[config.mk]
export PLATFORM = sky130hd
export DESIGN_NAME = pbse_merge
export DESIGN_NICKNAME = d
export VERILOG_FILES = /design/src/design/pbse_pkg.sv /design/src/design/pbse_merge.sv
export SDC_FILE = /design/constraint.sdc
export NUM_CORES = 1
export LEC_CHECK = 0
export BUFFER_PORTS_ARGS = -buffer_cell sky130_fd_sc_hd__buf_2
export CORE_MARGIN = 2
export CORE_UTILIZATION = 30
export DETAILED_ROUTE_END_ITERATION = 12
export PLACE_DENSITY = 0.69
export SLEW_MARGIN = 40
export SYNTH_ARGS = -nofsm -noshare
export SYNTH_HDL_FRONTEND = slang
export SYNTH_SLANG_ARGS = --single-unit
[constraint.sdc]
create_clock -name vclk -period 5.15
set_input_delay 0.7725 -clock vclk [all_inputs]
set_output_delay 0.7725 -clock vclk [all_outputs]
set_load 0.01 [all_outputs]
[src/design/pbse_pkg.sv]
`default_nettype none
// ============================================================================
// pbse_pkg
// Shared types and constants for the SRAM PUF stable-bit enroller.
// ============================================================================
package pbse_pkg;

    localparam int RESPONSE_BYTES = 256;
    localparam int PASSES         = 32;

    localparam int LANES   = 8;
    localparam int CNT_W   = 6;
    localparam int POS_W   = 8;
    localparam int PASS_W  = 5;
    localparam int UNST_W  = 4;
    localparam int TOTAL_W = 12;
    localparam int ENTRY_W = LANES * CNT_W;
    localparam int MEM_DEPTH = 2 ** POS_W;

    localparam logic [CNT_W-1:0]   CNT_MAX   = {CNT_W{1'b1}};
    localparam logic [TOTAL_W-1:0] TOTAL_MAX = {TOTAL_W{1'b1}};

    // Configuration register indexes.
    typedef enum logic [0:0] {
        CFG_HIGH_THR = 1'b0,
        CFG_LOW_THR  = 1'b1
    } cfg_index_t;

    // What one bit lane found for its cell.
    typedef struct packed {
        logic resp;
        logic stable;
        logic unstable;
    } lane_result_t;

endpackage : pbse_pkg
`default_nettype wire

[src/design/pbse_merge.sv]
`default_nettype none
// ============================================================================
// pbse_merge
// Merges the lane results into one byte and advances the unstable total.
// ============================================================================
module pbse_merge
    import pbse_pkg::*;
(
    input  wire lane_result_t       lanes [LANES],
    input  wire logic [TOTAL_W-1:0] total_in,
    output logic      [LANES-1:0]   resp_byte,
    output logic      [LANES-1:0]   mask_byte,
    output logic      [UNST_W-1:0]  unstable_num,
    output logic      [TOTAL_W-1:0] total_out
);

    logic [TOTAL_W:0] total_sum;

    always_comb
    begin
        unstable_num = '0;
        for (int i = 0; i < LANES; i++)
        begin
            resp_byte[i] = lanes[i].resp;
            mask_byte[i] = lanes[i].stable;
            unstable_num = unstable_num + UNST_W'(lanes[i].unstable);
        end

        // Running total saturates rather than wrapping.
        total_sum = {1'b0, total_in} + (TOTAL_W+1)'(unstable_num);
        if (total_sum > {1'b0, TOTAL_MAX})
        begin
            total_out = TOTAL_MAX;
        end
        else
        begin
            total_out = total_sum[TOTAL_W-1:0];
        end
    end

endmodule : pbse_merge
`default_nettype wire

## Word-level counts from Yosys, hierarchy flattened

Cells that the tools add are included.

- Bits in registers: 0
- Bits of input ports: 36
- Output and inout bits: 32
- Logic and storage cells: 10

- Add/subtract/negate cells: 8
- $lt $le $gt $ge: 1
- Mux-type cells: 1

Operators by type and width:

| operator | count |
|---|---|
| $add 4x1->4 | 4 |
| $add 12x4->13 | 1 |
| $gt 13x12->1 const B | 1 |
| $mux 12 | 1 |
| $add 3x1->4 | 1 |
| $add 2x1->3 | 1 |
| $add 1x1->2 | 1 |

## Logic depth before layout (Yosys ltp)

Gate-level depths: netlist of run 1.

- Depth in word-level cells: 10
- Mapped depth: 13
- Mapped depth without buffers: 13

## Worst setup path before layout of run 1

No wires, ideal clock.

- Path kind: input to output
- Start: input port lanes[0] in the netlist's numbering
- End: output port total_out[7]
- Data arrival time: 4.321 ns
- Data required time: 4.378 ns
- Path slack: 0.057 ns
- Stages on the path: 13
- Buffers on the path: 0
- Path through: fa_1 -> inv_1 -> fa_1 -> fa_1 -> inv_1 -> ha_1 -> fa_1 -> inv_1 -> fa_1 -> nand2b_2 -> a21oi_4 -> nand3_4 -> a31oi_1

- Longest elaborated chain between the ends: 4

Ends and longest elaborated chain:

| item | line | text |
|---|---|---|
| start, declared | pbse_merge.sv:9 | `input wire lane_result_t lanes [LANES],` |
| $add 4x1->4 * | pbse_merge.sv:26 | `unstable_num = unstable_num + UNST_W'(lanes[i].unstable);` |
| net unstable_num[1] | pbse_merge.sv:13 | `output logic [UNST_W-1:0] unstable_num,` |
| $add 12x4->13 * | pbse_merge.sv:30 | `total_sum = {1'b0, total_in} + (TOTAL_W+1)'(unstable_num);` |
| $gt 13x12->1 | pbse_merge.sv:31 | `if (total_sum > {1'b0, TOTAL_MAX})` |
| $mux 12 * | pbse_merge.sv:31 |  |
| end, declared | pbse_merge.sv:14 | `output logic [TOTAL_W-1:0] total_out` |

The timed path passes the listed nets; every way through them passes the cells marked *.

## Final worst setup path of run 1

- Start: input port lanes[0] in the netlist's numbering
- End: output port total_out[8]

- Longest elaborated chain between the ends: 4

Ends and longest elaborated chain:

| item | line |
|---|---|
| $add 4x1->4 * | pbse_merge.sv:26 |
| $add 12x4->13 * | pbse_merge.sv:30 |
| $gt 13x12->1 | pbse_merge.sv:31 |
| $mux 12 * | pbse_merge.sv:31 |

Mark *: on every way between the ends. The rest lies on a longest branch, timed or not.

==> results of run 1 <==
what timing repair did:
action / 4_1_cts / 5_1_grt
setup buffers: 1 / 0
hold buffers: 0 / 0
gates cloned: 1 / 0
gates resized for setup: 6 / 1
setup endpoints to repair: 10 / 11
pin swaps: 3 / 1
logic make-up after synthesis:
kind of cell	synth area share (%)
multiplexers	2.89
XOR/XNOR	6.32
adder cells (fa/ha/maj)	27.1
AO/OA/AOI/OAI	16.8
AND/OR/NAND/NOR	20.9
buffers and inverters	26.0
synthesized netlist by cell type, types with 3 or more instances:
master and instances:
buf_4 16, inv_1 16, nand2_1 8, ha_1 7
fa_1 5, a21oi_1 4, a31oi_1 4, nor2_1 3
xnor2_1 3
critical path: stages:
cell,delay (ns)
buf_6,0.09
fa_1,0.52
inv_1,0.05
fa_1,0.44
fa_1,0.49
inv_1,0.04
ha_2,0.17
fa_1,0.51
inv_1,0.06
fa_2,0.34
nand2b_4,0.17
a21oi_4,0.23
buf_4,0.14
nand2_1,0.05
mux2i_1,0.13
buf_2,0.14
final timing paths:
| path | startpoint | endpoint | slack (ns) | depth (start not counted) |
|---|---|---|---|---|
| max | lanes[0] | total_out[8] | 0.01 | 16 |
| min | lanes[7] | mask_byte[5] | 1.55 | 0 |
per-stage QoR:
step / hold WS, ns / setup WS [ns] / setup TNS [ns]
after floorplan: 1.64 / 0.0566 / 0
after global placement: 1.55 / -0.0175 / -0.0438
after detailed placement: 1.55 / -0.121 / -0.645
after CTS: 1.55 / 0.00367 / 0
after global routing: 1.55 / -0.108 / -0.701
final: 1.55 / 0.0142 / 0
power by group:
group	internal [mW]	switching, mW
clock network	0	0
registers	0	0
logic	0.121	0.130
cell type report:
cell class | instances | area [um^2] | share of cell area (%)
timing repair buffer | 43 | 243 | 27.8
multi-input combinational | 58 | 537 | 61.4
inverter | 16 | 60.1 | 6.87
tap | 28 | 35.0 | 4.01
metal layers:
metal,vias to the layer above,global-route usage (%),routed length (um)
met2,33,23.4,805
met4,0,1.75,19
met1,297,12.1,599
met3,4,0.575,165
li1,338,-,-
met5,-,0,0
==> metrics, run 1 <==
status=completed; worst hold-check path type=in2out; synthesized area=693 um^2; num ports=68; fmax=195 MHz; layout cells sized above 1=48.7%; Yosys top cell area share=17.3%; I/O Buffers=36; syn_nets=137; ANT cells=0; cell area after layout=875 um^2; Iter 0 DRT Violations=7; RSZ-0062 raised after global routing=yes; vias in the first global route=615; most common cell after layout, fill and taps aside=buf_2; Routed Antenna Nets=0; power per cell area=286 nW/um^2; Vias/cell=4.63; grt ovf=0; DIE AREA=2710 um^2; Cell variety after synth=26; DP Area=833 um^2; Pre-antenna DRT Iters=3; gpl congestion=0.644; placed instance count=143; yosys synthesis warning count=0; CP startpoint kind=input pin; Fillers=230; WL/cell=11.0 um; flip-flop and latch area=0 um^2; initial antenna violation count=0; commonest non-fill, non-tap cells in the layout=buf_2, inv_1, nand2_1; Leakage Power=0.481 nW; Yosys top cell by area=buf_4; core footprint=2190 um^2; clock buf count=0; crit end category=output pin; chip width=52.1 um; nets=167; area grow syn2layout=26.2%; drt total wl=1590 um; Critical Path RT=4.38 ns; kind of critical path=in2out; register area share after synthesis=0%; Area contributors post-synth=buf_4, fa_1, ha_1; Core Rows=17; Cells after Synth=89; post-layout util=39.9%; Post-Layout Cell Count=145; Global Route Usage Sum=11.2%; Max-Cap Viols=0; Worst slew margin=83.0%; Overall Power=0.251 mW; Slew @ Worst Pin=0.254 ns; Die Y=52.1 um; Initial Util=31.6%; DR vias=672; largest net degree at the start of global routing=7; Post-DP HPWL=1410 um; CP Max Fanout=5; syn_area_per_cell=7.79 um^2; worst vdd ir=0.000133 V; crit path time final=5.14 ns; Seq cells=0; Critical Path AT=4.36 ns; first-pass GRT wire length=2460 um; Slew Limit Fails=0; Setup violations, final=0; endpoints failing hold=0; crit share post-route=99.7%; drc violations=0
No activity file was read; power rests on OpenSTA's default activity.
==> inputs of run 2 (changes only) <==
--- a/config.mk
+++ b/config.mk
@@ -9,7 +9,7 @@
 export CORE_MARGIN = 2
 export CORE_UTILIZATION = 30
 export DETAILED_ROUTE_END_ITERATION = 12
-export PLACE_DENSITY = 0.69
+export PLACE_DENSITY_LB_ADDON = 0.05
 export SLEW_MARGIN = 40
 export SYNTH_ARGS = -nofsm -noshare
 export SYNTH_HDL_FRONTEND = slang
==> metrics, run 2 (synthesized netlist as in run 1, its figures left out) <==
clock buf count=0; clock network fraction of design power=0%; Sw Share=51.8%; Routed Antenna Nets=0; Die Y=52.1 um; most common cell after layout, fill and taps aside=buf_2; crit share post-route=99.8%; worst hold-check path type=in2out; Pre-antenna DRT Iters=2; Slew Limit Fails=0; crit-path max cell delay=0.52 ns; Iter 0 DRT Violations=1; cell area after layout=905 um^2; gpl congestion=0.694; CTS Hold Bufs=0; Critical Path AT=4.37 ns; Core Rows=17; DIE AREA=2710 um^2; DP Area=826 um^2; initial antenna violation count=0; Worst slew margin=81.8%; Initial Util=31.6%; area grow syn2layout=30.5%; combinational share of power=100.0%; status=completed; nets=166; chip width=52.1 um; CP startpoint kind=input pin; Internal Power=0.125 mW; first-pass GRT wire length=2370 um; num ports=68; Setup violations, final=0; Slew @ Worst Pin=0.271 ns; crit end category=output pin; I/O Buffers=36; Vias/cell=4.56; sw power=0.135 mW; endpoints failing hold=0; power per cell area=287 nW/um^2; flip-flop and latch area=0 um^2; Max-Cap Viols=0; Worst path slowest cell=fa_1; drc violations=0; Critical Path RT=4.38 ns; Global Route Usage Sum=11.1%; CP Max Fanout=4; core footprint=2190 um^2; RSZ-0062 raised after global routing=yes; ANT cells=0; layout cells sized above 1=52.6%; grt ovf=0; drt total wl=1650 um; DR vias=656; crit path time final=5.14 ns; largest net degree at the start of global routing=7; kind of critical path=in2out; fmax=195 MHz; Leakage Power=0.478 nW; sequential share of power=0%; vias in the first global route=593; worst vdd ir=0.000189 V; post-layout util=41.3%; worst path cell trace=buf_6, fa_1, inv_1, fa_1, fa_1, inv_1, ha_2, fa_1, inv_1, fa_2, nand2b_4, a21oi_4, buf_6, a21oi_2, a31oi_1, buf_2; WHS=1.55 ns; Seq cells=0; WL/cell=11.5 um; CP dominant cell by count=fa_1; Post-DP HPWL=1370 um; commonest non-fill, non-tap cells in the layout=buf_2, inv_1, nand2_1
-- run 2: final timing paths --
| kind | endpoint | slack, ns | depth (start not counted) | start |
|---|---|---|---|---|
| worst min-delay path | mask_byte[5] | 1.55 | 0 | lanes[7] |
| worst max-delay path | total_out[10] | 0.009 | 16 | lanes[0] |
-- run 2: cell type report --
class / count / area [um^2]
multi-input cells: 58 / 574
fillers: 246 / 1290
repair buffers: 42 / 235
well taps: 28 / 35.0
inverters: 16 / 60.1
-- run 2: metrics by stage --
step           worst slack, ns  total power, mW  instances  TNS (ns)
2_1_floorplan           0.0566            0.157         89         0
3_3_place_gp            -0.149            0.237        142    -0.712
3_5_place_dp            -0.166            0.238        142     -1.05
4_1_cts                -0.0692            0.263        144    -0.449
5_1_grt                 -0.137            0.291        144     -1.11
6_report               0.00886            0.260        144         0
-- run 2: repair_timing --
item / 4_1_cts / 5_1_grt
gates cloned: 1 / 0
resized for setup: 10 / 2
pin swaps: 8 / 4
setup endpoints to repair: 12 / 12
setup buffers: 2 / 0
-- run 2: worst max-delay path, delay by kind of cell --
kind                     cells  cell delay (ns)
buffers and inverters        6             0.54
AND/OR/NAND/NOR              1             0.17
AO/OA/AOI/OAI                3             0.38
adder cells (fa/ha/maj)      6             2.51
-- run 2: routing by layer --
layer  part of all wire [%]  global-route usage [%]
met5                      0                       0
met4                   0.48                   0.877
met3                    9.5                       0
met2                     47                    21.1
met1                     43                    14.4
-- run 2: power by group through the flow --
stage	Combinational [mW]	Sequential (mW)	Clock, mW
2_1_floorplan	0.157	0	0
3_3_place_gp	0.237	0	0
3_5_place_dp	0.238	0	0
4_1_cts	0.263	0	0
5_1_grt	0.291	0	0
6_report	0.260	0	0
