<file path="config.mk">
export PLATFORM = sky130hd
export DESIGN_NAME = pbse_lane
export DESIGN_NICKNAME = d
export VERILOG_FILES = /design/src/design/pbse_pkg.sv /design/src/design/pbse_lane.sv
export SDC_FILE = /design/constraint.sdc
export NUM_CORES = 1
export LEC_CHECK = 0
export BUFFER_PORTS_ARGS = -buffer_cell sky130_fd_sc_hd__buf_2
export CAP_MARGIN = 10
export CORE_AREA = 2 2 39 41
export DETAILED_ROUTE_END_ITERATION = 16
export DIE_AREA = 0 0 41 43
export PLACE_DENSITY = 0.71
export SETUP_SLACK_MARGIN = 0.15
export SYNTH_ARGS = -nofsm -noshare
export SYNTH_HDL_FRONTEND = slang
export SYNTH_SLANG_ARGS = --single-unit
</file>
<file path="constraint.sdc">
create_clock -name vclk -period 4.75
set_clock_uncertainty 0.05 [all_clocks]
set_input_delay 0.7125 -clock vclk [all_inputs]
set_output_delay 0.7125 -clock vclk [all_outputs]
set_load 0.005 [all_outputs]
</file>
<file path="src/design/pbse_pkg.sv">
`default_nettype none
// ============================================================================
// pbse_pkg
// Shared types and constants for the SRAM PUF stable-bit enroller.
// ============================================================================
package pbse_pkg;

    localparam int RESPONSE_BYTES = 256;
    localparam int PASSES         = 32;

    localparam int LANES   = 8;
    localparam int CNT_W   = 6;
    localparam int POS_W   = 8;
    localparam int PASS_W  = 5;
    localparam int UNST_W  = 4;
    localparam int TOTAL_W = 12;
    localparam int ENTRY_W = LANES * CNT_W;
    localparam int MEM_DEPTH = 2 ** POS_W;

    localparam logic [CNT_W-1:0]   CNT_MAX   = {CNT_W{1'b1}};
    localparam logic [TOTAL_W-1:0] TOTAL_MAX = {TOTAL_W{1'b1}};

    // Configuration register indexes.
    typedef enum logic [0:0] {
        CFG_HIGH_THR = 1'b0,
        CFG_LOW_THR  = 1'b1
    } cfg_index_t;

    // What one bit lane found for its cell.
    typedef struct packed {
        logic resp;
        logic stable;
        logic unstable;
    } lane_result_t;

endpackage : pbse_pkg
`default_nettype wire

</file>
<file path="src/design/pbse_lane.sv">
`default_nettype none
// ============================================================================
// pbse_lane
// One bit lane: updates a saturating ones-count and classifies the cell.
// ============================================================================
module pbse_lane
    import pbse_pkg::*;
(
    input  wire logic [CNT_W-1:0] count_in,
    input  wire logic             first_pass,
    input  wire logic             sample_bit,
    input  wire logic [CNT_W-1:0] high_thr,
    input  wire logic [CNT_W-1:0] low_thr,
    output logic      [CNT_W-1:0] count_out,
    output lane_result_t          result
);

    logic [CNT_W-1:0] base;

    always_comb
    begin
        base = first_pass ? '0 : count_in;
        // The count saturates at its maximum.
        if (sample_bit && (base != CNT_MAX))
        begin
            count_out = base + CNT_W'(1);
        end
        else
        begin
            count_out = base;
        end

        // A count that is both above high and below low is taken as stable one.
        result.resp     = (count_out > high_thr);
        result.stable   = result.resp || (count_out < low_thr);
        result.unstable = !result.stable;
    end

endmodule : pbse_lane
`default_nettype wire

</file>
; Word-level counts from Yosys, hierarchy flattened
; Cells that the tools add are included.
[word_totals]
ff_bits = 0
n_memories = 0
mem_bits_ro = 0
ramBits = 0
latchBits = 0
[classes]
n_bitwise = 0
addsub = 1
shifts = 0
eq_ne = 1
mul = 0
n_div = 0
magnitude_cmp = 2
mux = 2
reduce_logical = 3
[op_table]
columns = op, n
row1 = 6-bit two-way mux, 2
row2 = "6-bit by 1-bit adder with 6-bit output, second input constant", 1
row3 = 6-bit greater-than comparator, 1
row4 = 6-bit < comparator, 1
row5 = "6-bit inequality test, second input constant", 1
row6 = 1-bit logical AND, 1
row7 = 1-bit zero test, 1
row8 = 1-bit logical OR, 1

; Longest topological paths before layout
; Gate-level depths: netlist of run 1.
[depth]
ltp_word = 7
mapped_depth = 13
mapped_depth_nobuf = 13

; Least setup slack after synthesis of run 1
; Ideal clock, no wire load.
[synth_path]
kind = in2out
from = input first_pass
to = output result[0] (netlist bit)
t_required_ps = 3988
cell_stages = 13
n_path_buf = 0
setup_slack_ps = 762
t_arrival_ps = 3225
path_cell_list = and2b_4 ha_1 nand4_1 o21a_4 nand4_4 or3_1 a21oi_1 ha_1 a41o_1 a211oi_1 a22o_1 a31oi_1 and2_1
[synth_rtl]
columns = item, line_no
row1 = start: declaration, pbse_lane.sv:10  ; input wire logic first_pass,
row2 = end: declaration, pbse_lane.sv:15  ; output lane_result_t result

==> impl_metrics.ini, run 1 <==
[outcome]
status = complete, no violations

[synthesis]
largest_family_of_logic_cells_by_synthesized_area = adder cells
yosys_warnings = 0
synthDominantCellAreaShare = 0.311
synthesis.nets = 95
synth.distinct_cells = 27
synth_compound_area_frac = 0.225
synthCells = 63
synth_top_area_cell = ha_1
muxShareOfSynthArea = 0.0233
synth_area_per_cell_um2 = 7.67
syn-cell-area_um2 = 483
ys_top_cells_by_area = ha_1 31%, inv_1 10%, nand4_4 4.4%
post_synth_fa_ha_maj_area_fraction = 0.311
synth-simple-area-share = 0.251
post_synth_xor_area_fraction = 0.0881
synth.yosys.seq_area_share = 0

[timing]
max_clock_freq_mhz = 228
clock_period_minus_worst_slack_ns = 4.38
worst-slew-pin-transition_ns = 0.298
final-hold-violation-count = 0
report.final.slew_viol_count = 0
unrepaired_setup_endpoints_after_global_routing = false
setup_viol = 0
worst_slew_margin_rel = 0.800
final_tns_setup_ns = 0
post-route-period-util = 0.921
finalWorstSetupSlack_ns = 0.373

[global_routing]
antenna_found_initial = 0
gr-usage-met2 = 0.247
met1_usage = 0.168
grt_pass1_wl_um = 1790
use_met3 = 0.0105
overflow = 0
grt.busiest_layer = met2
grt_pass1_vias = 463
grt_use_total = 0.136
maximum_number_of_pins_on_one_net_before_global_route_repair = 7

[final_layout]
nFillCells = 155
finalNetCount = 126
drive_gt1_frac = 0.391
clock_buffer_count = 0
layout.area.seq_um2 = 0
post_route_core_utilization = 0.472
count_of_inserted_antenna_diode_cells = 0
area_growth_pct = 35.2
flops_and_latches = 0
postLayoutCellArea_um2 = 653

[critical_path]
cp-end-kind = primary output
critical_path.n_buffers_inverters = 2
cp_slowest_cell = or3_1
cells_along_the_critical_path = buf_2, and2b_1, ha_1, nand4_1, o21a_4, nand4_4, or3_1, a21oi_1, ha_1, a41o_1, a211oi_2, a22o_1, a31oi_1, and2_1, buf_2
timing.critical_path.from_type = input pin
slowest_delay_ns = 0.35
cp_max_fanout = 6
data_required_time_at_the_worst_endpoint_ns = 3.99
critical_path_cell_count = 15
path_class = input pin to primary output
cp.arrival_ns = 3.61
cp_top_family = compound AO/OA/AOI/OAI gates

[route]
via_count = 514
final_antenna_net_count = 0
drc = 0
wirelength_um = 1090
drt_first_pass_iters = 4
avgViaCountPerCell = 4.76
routed_wire_length_per_instance_um = 10.1
iteration_0_drc_markers = 12

[placed_design]
worst_setup_slack_after_placement_ns = 0.317
placed_cell_areas_um2 = 648
port-buffer-count = 29
gp_congestion = 0.708
hpwlAfterDp_um = 1000

[job]
cap_violations = 0

[pwr]
static_leakage_nw = 0.396
power.density_nw_per_um2 = 92.6
max-vdd-ir-drop_mv = 0.0304

[die]
boundaryPins = 29
die_width_um = 41
initial_utilization = 0.349
placement_rows = 14
fp.coreArea_um2 = 1380
die_h_um = 43
die_area_um2 = 1760

[clock_network]
post_cts_resized = 0
post-cts-setup-buffer-count = 0
holdBufCountCts = 0

[min_path]
hold_path_class = input pin to primary output
worst_hold_path.num_cells = 4
## metrics by stage
stage	hold WS, ns	total power [mW]	instances
after CTS	1.69	0.0602	108
after detailed placement	1.69	0.0596	108
after floorplan	1.42	0.0364	63
after global routing	1.73	0.0693	108
final	1.68	0.0605	108
after global placement	1.70	0.0575	108
## cells in the mapped netlist, drive strengths merged (2+ instances only)
cell / instances
nor2: 2
nand4: 4
xor2: 2
inv: 13
ha: 12
o21ai: 2
xnor2: 2
a21oi: 4
and2b: 3
o21a: 3
nand2: 4
nand2b: 2
## area by class of cell
type / count / area [um^2] / share of cell area
multi-input combinational: 50 / 439 / 0.672
inverter: 13 / 48.8 / 0.0747
tap: 16 / 20.0 / 0.0307
timing repair buffer: 29 / 145 / 0.222
## report_power, final
part	internal (mW)	switching [mW]	total, mW
Sequential	0	0	0
Combinational	0.0307	0.0298	0.0605
Clock	0	0	0
## cell families after synthesis
group | Yosys count
simple gates | 18
compound gates | 15
buf+inv | 13
fa+ha+maj | 12
xor+xnor | 4
mux | 1
## cell usage in the layout (no fill, tap or decap), types with 2 or more instances in the layout
cell type | Yosys | routed
a21oi_1 | 4 | 4
and2b_1 | 2 | 2
buf_2 | 0 | 29
ha_1 | 12 | 12
inv_1 | 13 | 13
nand2_1 | 4 | 4
nand4_1 | 3 | 3
nor2_1 | 2 | 2
o21a_1 | 2 | 2
o21ai_0 | 2 | 2
xor2_1 | 2 | 2
## worst paths after layout
path              startpoint         to  slack (ns)
setup / recovery  first_pass  result[0]        0.37
hold / removal    low_thr[0]  result[1]        1.68
## metal layers
layer,up-vias,routed length (um)
li1,280,-
met1,217,483
met2,17,539
met3,0,67
met4,0,0
met5,-,0
(Power assumes the default switching activity.)
==> run 2, diff against run 1 <==
BUFFER_PORTS_ARGS = -buffer_cell sky130_fd_sc_hd__buf_4   (was -buffer_cell sky130_fd_sc_hd__buf_2)
RECOVER_POWER = 50   (was not set)
==> run 2 against run 1 <==
Net effect:
- global-route usage down 0.10 points
- final cell count unchanged
- non-clock buffer count unchanged
- flip-flop and latch count stayed put
- core utilization grew 4.7 points
- largest power group unchanged
- final area rose by 10%
- fmax is 1.1% higher
- worst setup slack gained 0.048 ns
- routed wire length fell by 4.9%
==> impl_metrics.ini, run 2 (synthesized netlist as in run 1, its figures left out) <==
[placed_design]
worst_setup_slack_after_placement_ns = 0.337
gp_congestion = 0.715
dp_cells = 108
port-buffer-count = 29
hpwlAfterDp_um = 962

[job]
cap_violations = 0

[route]
avgViaCountPerCell = 4.80
wirelength_um = 1040
dr_wl_met3_um = 62
drc = 0
via_count = 518
wl_met1_um = 464
drt_first_pass_iters = 4
routed_wire_length_per_instance_um = 9.61
route.top_layer_used = met4
wl_met2_um = 494
final_antenna_net_count = 0
iteration_0_drc_markers = 1

[final_layout]
mostFrequentLayoutCell = buf_4
instances_no_fill = 108
drive_gt1_frac = 0.370
count_of_inserted_antenna_diode_cells = 0
layout.area.seq_um2 = 0
multi_input_area_um2 = 432
nFillCells = 145
most-common-layout-cells = 27 x buf_4, 13 x inv_1, 12 x ha_1, 4 x nand2_1, 4 x a21oi_1
clock_buffer_count = 0
flops_and_latches = 0
finalNetCount = 126
area_growth_pct = 48.7

[die]
die_area_um2 = 1760
boundaryPins = 29
placement_rows = 14
die_h_um = 43
initial_utilization = 0.349
fp.coreArea_um2 = 1380
die_width_um = 41

[timing]
finalWorstSetupSlack_ns = 0.421
max_clock_freq_mhz = 231
final-hold-violation-count = 0
unrepaired_setup_endpoints_after_global_routing = false
worst-slew-pin-transition_ns = 0.334
worst_slew_margin_rel = 0.776
report.final.slew_viol_count = 0
final_tns_setup_ns = 0
post-route-period-util = 0.911
setup_viol = 0
clock_period_minus_worst_slack_ns = 4.33

[global_routing]
grt_pass1_wl_um = 1770
antenna_found_initial = 0
maximum_number_of_pins_on_one_net_before_global_route_repair = 7
grt_use_total = 0.135
grt_pass1_vias = 446
overflow = 0

[pwr]
max-vdd-ir-drop_mv = 0.0439
static_leakage_nw = 0.413
power.density_nw_per_um2 = 93.1

[critical_path]
slowest_delay_ns = 0.35
timing.critical_path.from_type = input pin
cp.arrival_ns = 3.57
cp_slowest_cell = or3_1
data_required_time_at_the_worst_endpoint_ns = 3.99
cells_along_the_critical_path = buf_4, and2b_1, ha_1, nand4_1, o21a_4, nand4_4, or3_1, a21oi_1, ha_1, a41o_1, a211oi_2, a22o_1, a31oi_1, and2_1, buf_4
path_class = input pin to primary output
cp_max_fanout = 6
cp-end-kind = primary output

[min_path]
hold_path_class = input pin to primary output

[outcome]
status = complete, no violations

[clock_network]
post-cts-setup-buffer-count = 0
==> run 2: layout make-up <==
type                            instances  share of cell area
Inverter                               13              0.0679
Timing Repair Buffer                   29               0.303
Tap cell                               16              0.0279
Multi-Input combinational cell         50               0.601
==> run 2: metal layers <==
| metal | track usage | vias to the layer above |
|---|---|---|
| li1 | - | 280 |
| met1 | 0.203 | 219 |
| met2 | 0.209 | 17 |
| met3 | 0.00524 | 2 |
| met4 | 0.0200 | 0 |
| met5 | 0 | - |
==> run 2: metrics by stage <==
step / power (mW) / cell area (um^2) / util / hold WS [ns]
4_1_cts: 0.0681 / 721 / 0.521 / 1.69
3_3_place_gp: 0.0667 / 721 / 0.521 / 1.69
6_report: 0.0669 / 718 / 0.519 / 1.69
5_1_grt: 0.0763 / 718 / 0.519 / 1.71
2_1_floorplan: 0.0364 / 483 / - / 1.42
3_5_place_dp: 0.0677 / 721 / 0.521 / 1.69
==> run 2: path summary, 6_finish.rpt <==
kind	start	to	slack [ns]	cells past startpoint
max	first_pass	result[0]	0.42	15
min	first_pass	count_out[4]	1.69	3
==> run 2: critical path: cells and delay by family <==
kind            cells  cell delay (ns)
compound gates      6             1.12
simple gates        5             0.94
fa+ha+maj           2             0.55
buf+inv             2             0.24
==> run 2: timing repair <==
item | 4_1_cts | 5_1_grt
resized for setup | 0 | 1
setup endpoints to repair | 0 | 1
hold buffers | 0 | 0
==> run 2: where the power goes <==
group / total (mW) / internal (mW) / switching [mW]
Sequential: 0 / 0 / 0
Clock: 0 / 0 / 0
Combinational: 0.0669 / 0.0378 / 0.0291
==> run 3, diff against run 2 <==
==> constraint.sdc (replaced) <==
create_clock -name vclk -period 4.75
set_clock_uncertainty 0.05 [all_clocks]
set_input_delay 0.95 -clock vclk [all_inputs]
set_output_delay 0.95 -clock vclk [all_outputs]
set_load 0.005 [all_outputs]
==> run 3 against run 2 <==
Net effect:
- routed wire length up 32%
- final area is 15% higher
- first-iteration DRC count grew to 5.0 times the previous value
- flip-flop and latch count unchanged
- global-route usage up 0.71 points
- die area unchanged
- worst setup slack lost 0.25 ns
- critical endpoint unchanged
==> impl_metrics.ini, run 3 (synthesized netlist as in run 1, its figures left out) <==
[min_path]
hold_path_class = input pin to primary output
worst_hold_path.num_cells = 4

[pwr]
power.density_nw_per_um2 = 96.1
power.sequential.fraction = 0
switching_power_mw = 0.0343
static_leakage_nw = 0.447
max-vdd-ir-drop_mv = 0.0423
clockPowerShare = 0
cellInternalPower_mw = 0.0451
swShare = 0.432
pwr-share-comb = 1.000

[timing]
final-hold-violation-count = 0
report.final.slew_viol_count = 0
worst-slew-pin-transition_ns = 0.366
final_tns_setup_ns = 0
finalWorstSetupSlack_ns = 0.168
worst_slew_margin_rel = 0.753
unrepaired_setup_endpoints_after_global_routing = true
post-route-period-util = 0.965
max_clock_freq_mhz = 218
clock_period_minus_worst_slack_ns = 4.58
setup_viol = 0

[final_layout]
drive_gt1_frac = 0.490
flops_and_latches = 0
finalNetCount = 132
nFillCells = 126
layout.area.seq_um2 = 0
instances_no_fill = 114
area_growth_pct = 71.2
mostFrequentLayoutCell = buf_4
postLayoutCellArea_um2 = 827
clock_buffer_count = 0
post_route_core_utilization = 0.598
multi_input_area_um2 = 484
count_of_inserted_antenna_diode_cells = 0
most-common-layout-cells = 31 x buf_4, 13 x inv_1, 10 x ha_1, 4 x nand2_1

[route]
via_count = 554
final_antenna_net_count = 0
routed_wire_length_per_instance_um = 12.0
drc = 0
drt_first_pass_iters = 4
avgViaCountPerCell = 4.86
iteration_0_drc_markers = 5
wirelength_um = 1370

[die]
fp.coreArea_um2 = 1380
placement_rows = 14
die_width_um = 41
die_h_um = 43
boundaryPins = 29
initial_utilization = 0.349
die_area_um2 = 1760

[critical_path]
path_class = input pin to primary output
cp.arrival_ns = 3.58
cp-end-kind = primary output
cp_max_fanout = 3
timing.critical_path.from_type = input pin
data_required_time_at_the_worst_endpoint_ns = 3.75

[global_routing]
gr-usage-met2 = 0.241
antenna_found_initial = 0
overflow = 0
maximum_number_of_pins_on_one_net_before_global_route_repair = 7
grt_pass1_wl_um = 1860
grt_use_total = 0.142
use_met3 = 0.00524
grt_pass1_vias = 500
grt.busiest_layer = met2
met1_usage = 0.194

[outcome]
status = complete, no violations

[placed_design]
port-buffer-count = 29
placed_cell_areas_um2 = 751
worst_setup_slack_after_placement_ns = 0.0402
hpwlAfterDp_um = 990
dp_cells = 112
gp_congestion = 0.751

[job]
cap_violations = 0
==> run 3: changes by cell type in the layout (fill, tap and decap cells not counted), sizes merged <==
cell	change
buf	+6
==> run 3: repair_timing <==
item | 4_1_cts | 5_1_grt
pin swaps | 1 | 15
buffers inserted | 0 | 2
gates resized for setup | 5 | 9
endpoints found under the setup margin | 3 | 3
hold buffers | 0 | 0
==> run 3: final timing paths <==
check / start / end / slack [ns]
worst min-delay path: low_thr[0] / result[1] / 2.16
worst max-delay path: count_in[1] / result[0] / 0.17
==> run 3: final cells by class <==
cell class,instances,share of cell area
Timing Repair Buffer,35,0.331
Multi-Input combinational cell,50,0.585
Inverter,13,0.0590
Tap cell,16,0.0242
==> run 3: power by group through the flow <==
stage / Combinational, mW / Sequential [mW] / Clock [mW]
2_1_floorplan: 0.0364 / 0 / 0
3_3_place_gp: 0.0694 / 0 / 0
3_5_place_dp: 0.0707 / 0 / 0
4_1_cts: 0.0732 / 0 / 0
5_1_grt: 0.0887 / 0 / 0
6_report: 0.0795 / 0 / 0
==> run 3: stage by stage <==
step           hold WS, ns  power, mW
2_1_floorplan         1.90     0.0364
3_3_place_gp          2.17     0.0694
3_5_place_dp          2.17     0.0707
4_1_cts               2.17     0.0732
5_1_grt               2.21     0.0887
6_report              2.16     0.0795
==> run 3: worst max-delay path, stage by stage <==
cell and delay, ns:
buf_4 0.12, and2b_2 0.21, ha_4 0.17, nand4_1 0.09
o21a_4 0.16, nand4_4 0.09, or3_4 0.42, a21oi_4 0.19
ha_4 0.22, a41o_1 0.23, a211oi_2 0.20, a22o_1 0.18
a31oi_2 0.04, and2_1 0.16, buf_4 0.13
==> run 3: layer usage <==
metal  part of all wire  vias up
met2               0.55       17
met4              0.010        0
met3              0.043        2
met1               0.39      245
met5                  0        -
li1                   -      290
